--- config.mk ---
export PLATFORM = sky130hd
export DESIGN_NAME = ewma_ram
export DESIGN_NICKNAME = d
export VERILOG_FILES = /design/src/rtl/ewma_ram.sv
export SDC_FILE = /design/constraint.sdc
export NUM_CORES = 2
export LEC_CHECK = 0
export ABC_AREA = 1
export BUFFER_PORTS_ARGS = -buffer_cell sky130_fd_sc_hd__clkbuf_2
export CAP_MARGIN = 10
export CORE_UTILIZATION = 50
export CTS_CLUSTER_DIAMETER = 120
export DETAILED_ROUTE_END_ITERATION = 7
export HOLD_SLACK_MARGIN = 0.03
export PLACE_DENSITY = 0.68
export SLEW_MARGIN = 20
export SYNTH_ARGS = -nofsm -noshare
export SYNTH_HDL_FRONTEND = slang
export SYNTH_SLANG_ARGS = --single-unit
--- constraint.sdc ---
create_clock -name clk_i -period 4.58 [get_ports clk_i]
set_input_delay 0.458 -clock clk_i [delete_from_list [all_inputs] [get_ports clk_i]]
set_output_delay 0.458 -clock clk_i [all_outputs]
set_load 0.02 [all_outputs]
--- src/rtl/ewma_ram.sv ---
`default_nettype none

module ewma_ram #(
  parameter int unsigned WIDTH = 32,
  parameter int unsigned DEPTH = 64
) (
  input  wire logic                     clk_i,
  input  wire logic                     we_i,
  input  wire logic [$clog2(DEPTH)-1:0] waddr_i,
  input  wire logic [WIDTH-1:0]         wdata_i,
  input  wire logic [$clog2(DEPTH)-1:0] raddr_i,
  output logic      [WIDTH-1:0]         rdata_o
);

  logic [WIDTH-1:0] mem [DEPTH];

  // One write port and one registered read port.
  always_ff @(posedge clk_i) begin
    if (we_i) begin
      mem[waddr_i] <= wdata_i;
    end
    rdata_o <= mem[raddr_i];
  end

endmodule

`default_nettype wire

Word level (Yosys, flattened, before mapping) --
Memory sizes are Yosys's and may differ from the RTL's. A register that Yosys moved wholly into a read port is not among the register bits. Cells that the tools add are included.
Word-level totals: register bits 0, bits in writable memories 2048, input port bits 46, word-level logic and storage cells 3, memories kept 1
Memories:
- mem | depth 64, bits a word 32, read ports 1, clocked after memory_dff 1, write ports 1, RTL line 15 | logic [WIDTH-1:0] mem [DEPTH];
Operators by class: mux-type cells 2
Operators by type and width (count):
- two-way mux 1 bit | 2

Depth between registers and ports, before layout --
depth in word-level cells 2, mapped depth 13, depth with buffers taken out 9

Worst setup path after synthesis --
OpenSTA, ideal clock, no wires.
kind input to register, start point input port we_i, end point memory mem[48][0] (enable), arrival time 4.086 ns, required time 4.078 ns, slack -0.008 ns, stages on the path 3, buffers on the path 1, cells stage by stage clkbuf_1 -> nand4_1 -> nor4_1
On the way: cells in the longest elaborated chain, start to end 2
RTL lines:
- start, declared | RTL line 8 | input wire logic we_i,
- two-way mux 1 bit | RTL line 19 | if (we_i) begin
- two-way mux 1 bit (not written as such) | RTL line 20 | mem[waddr_i] <= wdata_i;
- end, declared | RTL line 15
Every way passes these cells.

Worst setup path after layout --
start point input port waddr_i[2], end point memory mem[43][10] (enable)
RTL lines:
- start, declared | RTL line 9 | input wire logic [$clog2(DEPTH)-1:0] waddr_i,
Straight into the memory's write port.

==> impl_results.md <==
- Status: complete, no violations
- Max-cap violations: 0
- Average size of a mapped cell: 12.22 um^2
- Yosys warnings: 0
- Die span in x: 408.8 um
- Seq/Total Area, Yosys: 75.10%
- Crit path launch type: input port
- Tmin final: 2.674 ns
- Worst-path clk slew: 0.06 ns
- CP arrival: 3.19 ns
- Number of I/O pins: 78
- Unrepaired setup endpoints after global routing: no
- P_leak: 32.33 nW
- CP Launch Point: waddr_i[2]
- Fin Clk Skew: 0.02202 ns
- CTS tree: yes
- P_int: 30.43 mW
- CTS sink count: 2080
- Fin. Hold Viols: 0
- Vias: 54213
- Largest net degree at the start of global routing: 182
- Vias in the first global route: 50961
- Power Total: 39.44 mW
- Final Net Count: 6825
- Hold Crit Start: wdata_i[7]
- Worst-path fanout max: 18
- Hold crit path type: in2reg
- Cell Rows: 148
- Routed vias/inst: 5.946
- Final hold slack: 0.06066 ns
- Area after DPL: 85870 um^2
- Total grt overflow: 0
- Final Max Slew Viols: 0
- Combinational share of power: 6.2%
- Worst Path Required: 5.09 ns
- Commonest non-fill, non-tap cell in the layout: nand2_1
- Synthesized cell area: 82740 um^2
- CTS Buf Count: 199
- Crit share post-route: 58.39%
- Worst flop-to-flop path startpoint: mem[26][4]$_DFFE_PP_
- Area delta synth->final: 11.36%
- Worst reg-to-reg path cell count: 8
- Filler cell count: 12937
- Starting Density: 50.60%
- Root buffer cell: clkbuf_16
- Most frequent cells in the layout: nand2_1 (2248), edfxtp_1 (2048), nand3_1 (1907)
- Port-buffer cells: 77
- Final setup margin: 1.906 ns
- WL final: 230.6 mm
- Max_slew headroom: 23.13%
- 1st-iter DRT viols: 7557
- Setup WS pre-CTS: 1.125 ns
- Initial antenna violation count: 8
- Flop pwr share: 53.7%
- Core area: 163500 um^2
- Dpl hpwl: 123.4 mm
- Hold worst-path end: mem[1][7]$_DFFE_PP_
- CTS max path bufs: 3
- F_max: 0.3739 GHz
- RR Endpoint: rdata_o[4]$_DFF_P_
- Cell Pwr Density: 428.0 nW/um^2
- H-Tree Depth: 4
- Post-route core utilization: 56.35%
- Die area: 167100 um^2
- DRC Markers: 0
- Wire per inst: 25.29 um
- Routability cong.: 0.8463
- Chip height: 408.8 um
- Post-synthesis cell count: 6769
- Final Instance Area: 92140 um^2
- Reg2Reg Setup Slack: 2.91 ns
- Syn nets: 6815
- Clk pwr share: 40.1%
- Setup-failing EPs final: 0
- Worst vdd ir: 0.4587 mV
- Flops & latches, synth: 2080
- Worst skew pair latency: 0.86 ns
- Ratio of cells with drive above 1 in the final layout: 8.716%
- Pre-antenna DRT Iters: 6
- Setup CP Type: in2reg
- Synth unique cells: 16
- Worst Tran Pin Value: 1.153 ns
- Switching share of power: 22.83%
- GRT Overall Usage: 27.36%
- First-pass GRT wire length: 338.1 mm
- Hold Path Stages: 1
- Routed Antenna Nets: 0
- NetSw: 9.005 mW
- CP endpoint kind: register
==> cells in the mapped netlist <==
master / number / share of area, %
clkbuf_1: 77 / 0.35
inv_4: 1 / 0.0076
nand2_1: 2248 / 10
inv_1: 9 / 0.041
buf_1: 40 / 0.18
nor2_1: 56 / 0.25
nand4_1: 9 / 0.068
buf_4: 45 / 0.41
nor4_1: 8 / 0.060
edfxtp_1: 2048 / 74
buf_6: 3 / 0.041
buf_8: 2 / 0.036
inv_2: 2 / 0.0091
nand3_1: 1907 / 12
dfxtp_1: 32 / 0.77
buf_2: 282 / 1.7
==> state kept, by name, indices dropped and copies added (netlist names) <==
name and count:
mem 2048, rdata_o 32
==> metrics by stage <==
step	std cells	TNS, ns
2_1_floorplan	6769	-2.044
3_3_place_gp	8749	0
3_5_place_dp	8750	0
4_1_cts	9115	0
5_1_grt	9118	0
6_report	9118	0
==> area by class of cell <==
class | count | area [um^2] | share of cell area (%)
Timing Repair Buffer | 258 | 2208 | 2.397
Clock inverter | 126 | 1080 | 1.172
Clock buffer | 237 | 5132 | 5.570
Inverter | 12 | 83.83 | 0.09098
Multi-Input combinational cell | 4228 | 18770 | 20.37
Antenna cell | 2 | 5.005 | 0.005432
Tap cell | 2175 | 2721 | 2.954
Sequential cell | 2080 | 62140 | 67.44
==> routing by layer <==
metal  vias up  GRT usage, %  part of all wire [%]
met5         -             0                0.0095
met4         4         9.460                   3.3
met3       416         5.423                    11
met2      3083         42.23                    46
met1     26565         38.86                    39
li1      24145             -                     -
==> critical path: stages <==
cell and delay, ns:
clkbuf_2 0.23, inv_1 0.33, nand4_1 0.85, nor2_4 0.83
buf_4 0.46
==> power by group through the flow <==
stage / sequential (mW) / clock [mW] / combinational (mW)
finish: 21.2 / 15.8 / 2.45
global route: 21.2 / 16.6 / 2.63
CTS: 21.2 / 15.9 / 2.43
detailed placement: 21.6 / 0 / 2.42
global placement: 21.6 / 0 / 2.39
floorplan: 21.6 / 0 / 1.29
==> what timing repair did <==
item / 4_1_cts / 5_1_grt
buffers inserted: 0 / 0
hold endpoints to repair: 19 / 0
gates resized for setup: 0 / 0
hold buffers: 2 / 0
==> logic make-up (layout without fill, tap and decap cells) <==
logic type | count (synthesis) | in the layout | synth area share (%)
buf+inv | 461 | 633 | 2.779
flops | 2080 | 2080 | 75.10
other cells | 0 | 2 | 0
simple gates | 4228 | 4228 | 22.12
==> worst max path at each step <==
stage                                       end  slack [ns]  cells after the start
final                     mem[43][10]$_DFFE_PP_        1.91                      5
after global routing      mem[40][24]$_DFFE_PP_        1.89                      5
after CTS                 mem[60][25]$_DFFE_PP_        1.99                      5
after detailed placement   mem[60][2]$_DFFE_PP_        1.12                      5
after global placement    mem[60][29]$_DFFE_PP_        1.20                      5
after floorplan            mem[48][0]$_DFFE_PP_      -0.008                      3
No activity file was read; power rests on OpenSTA's default activity.
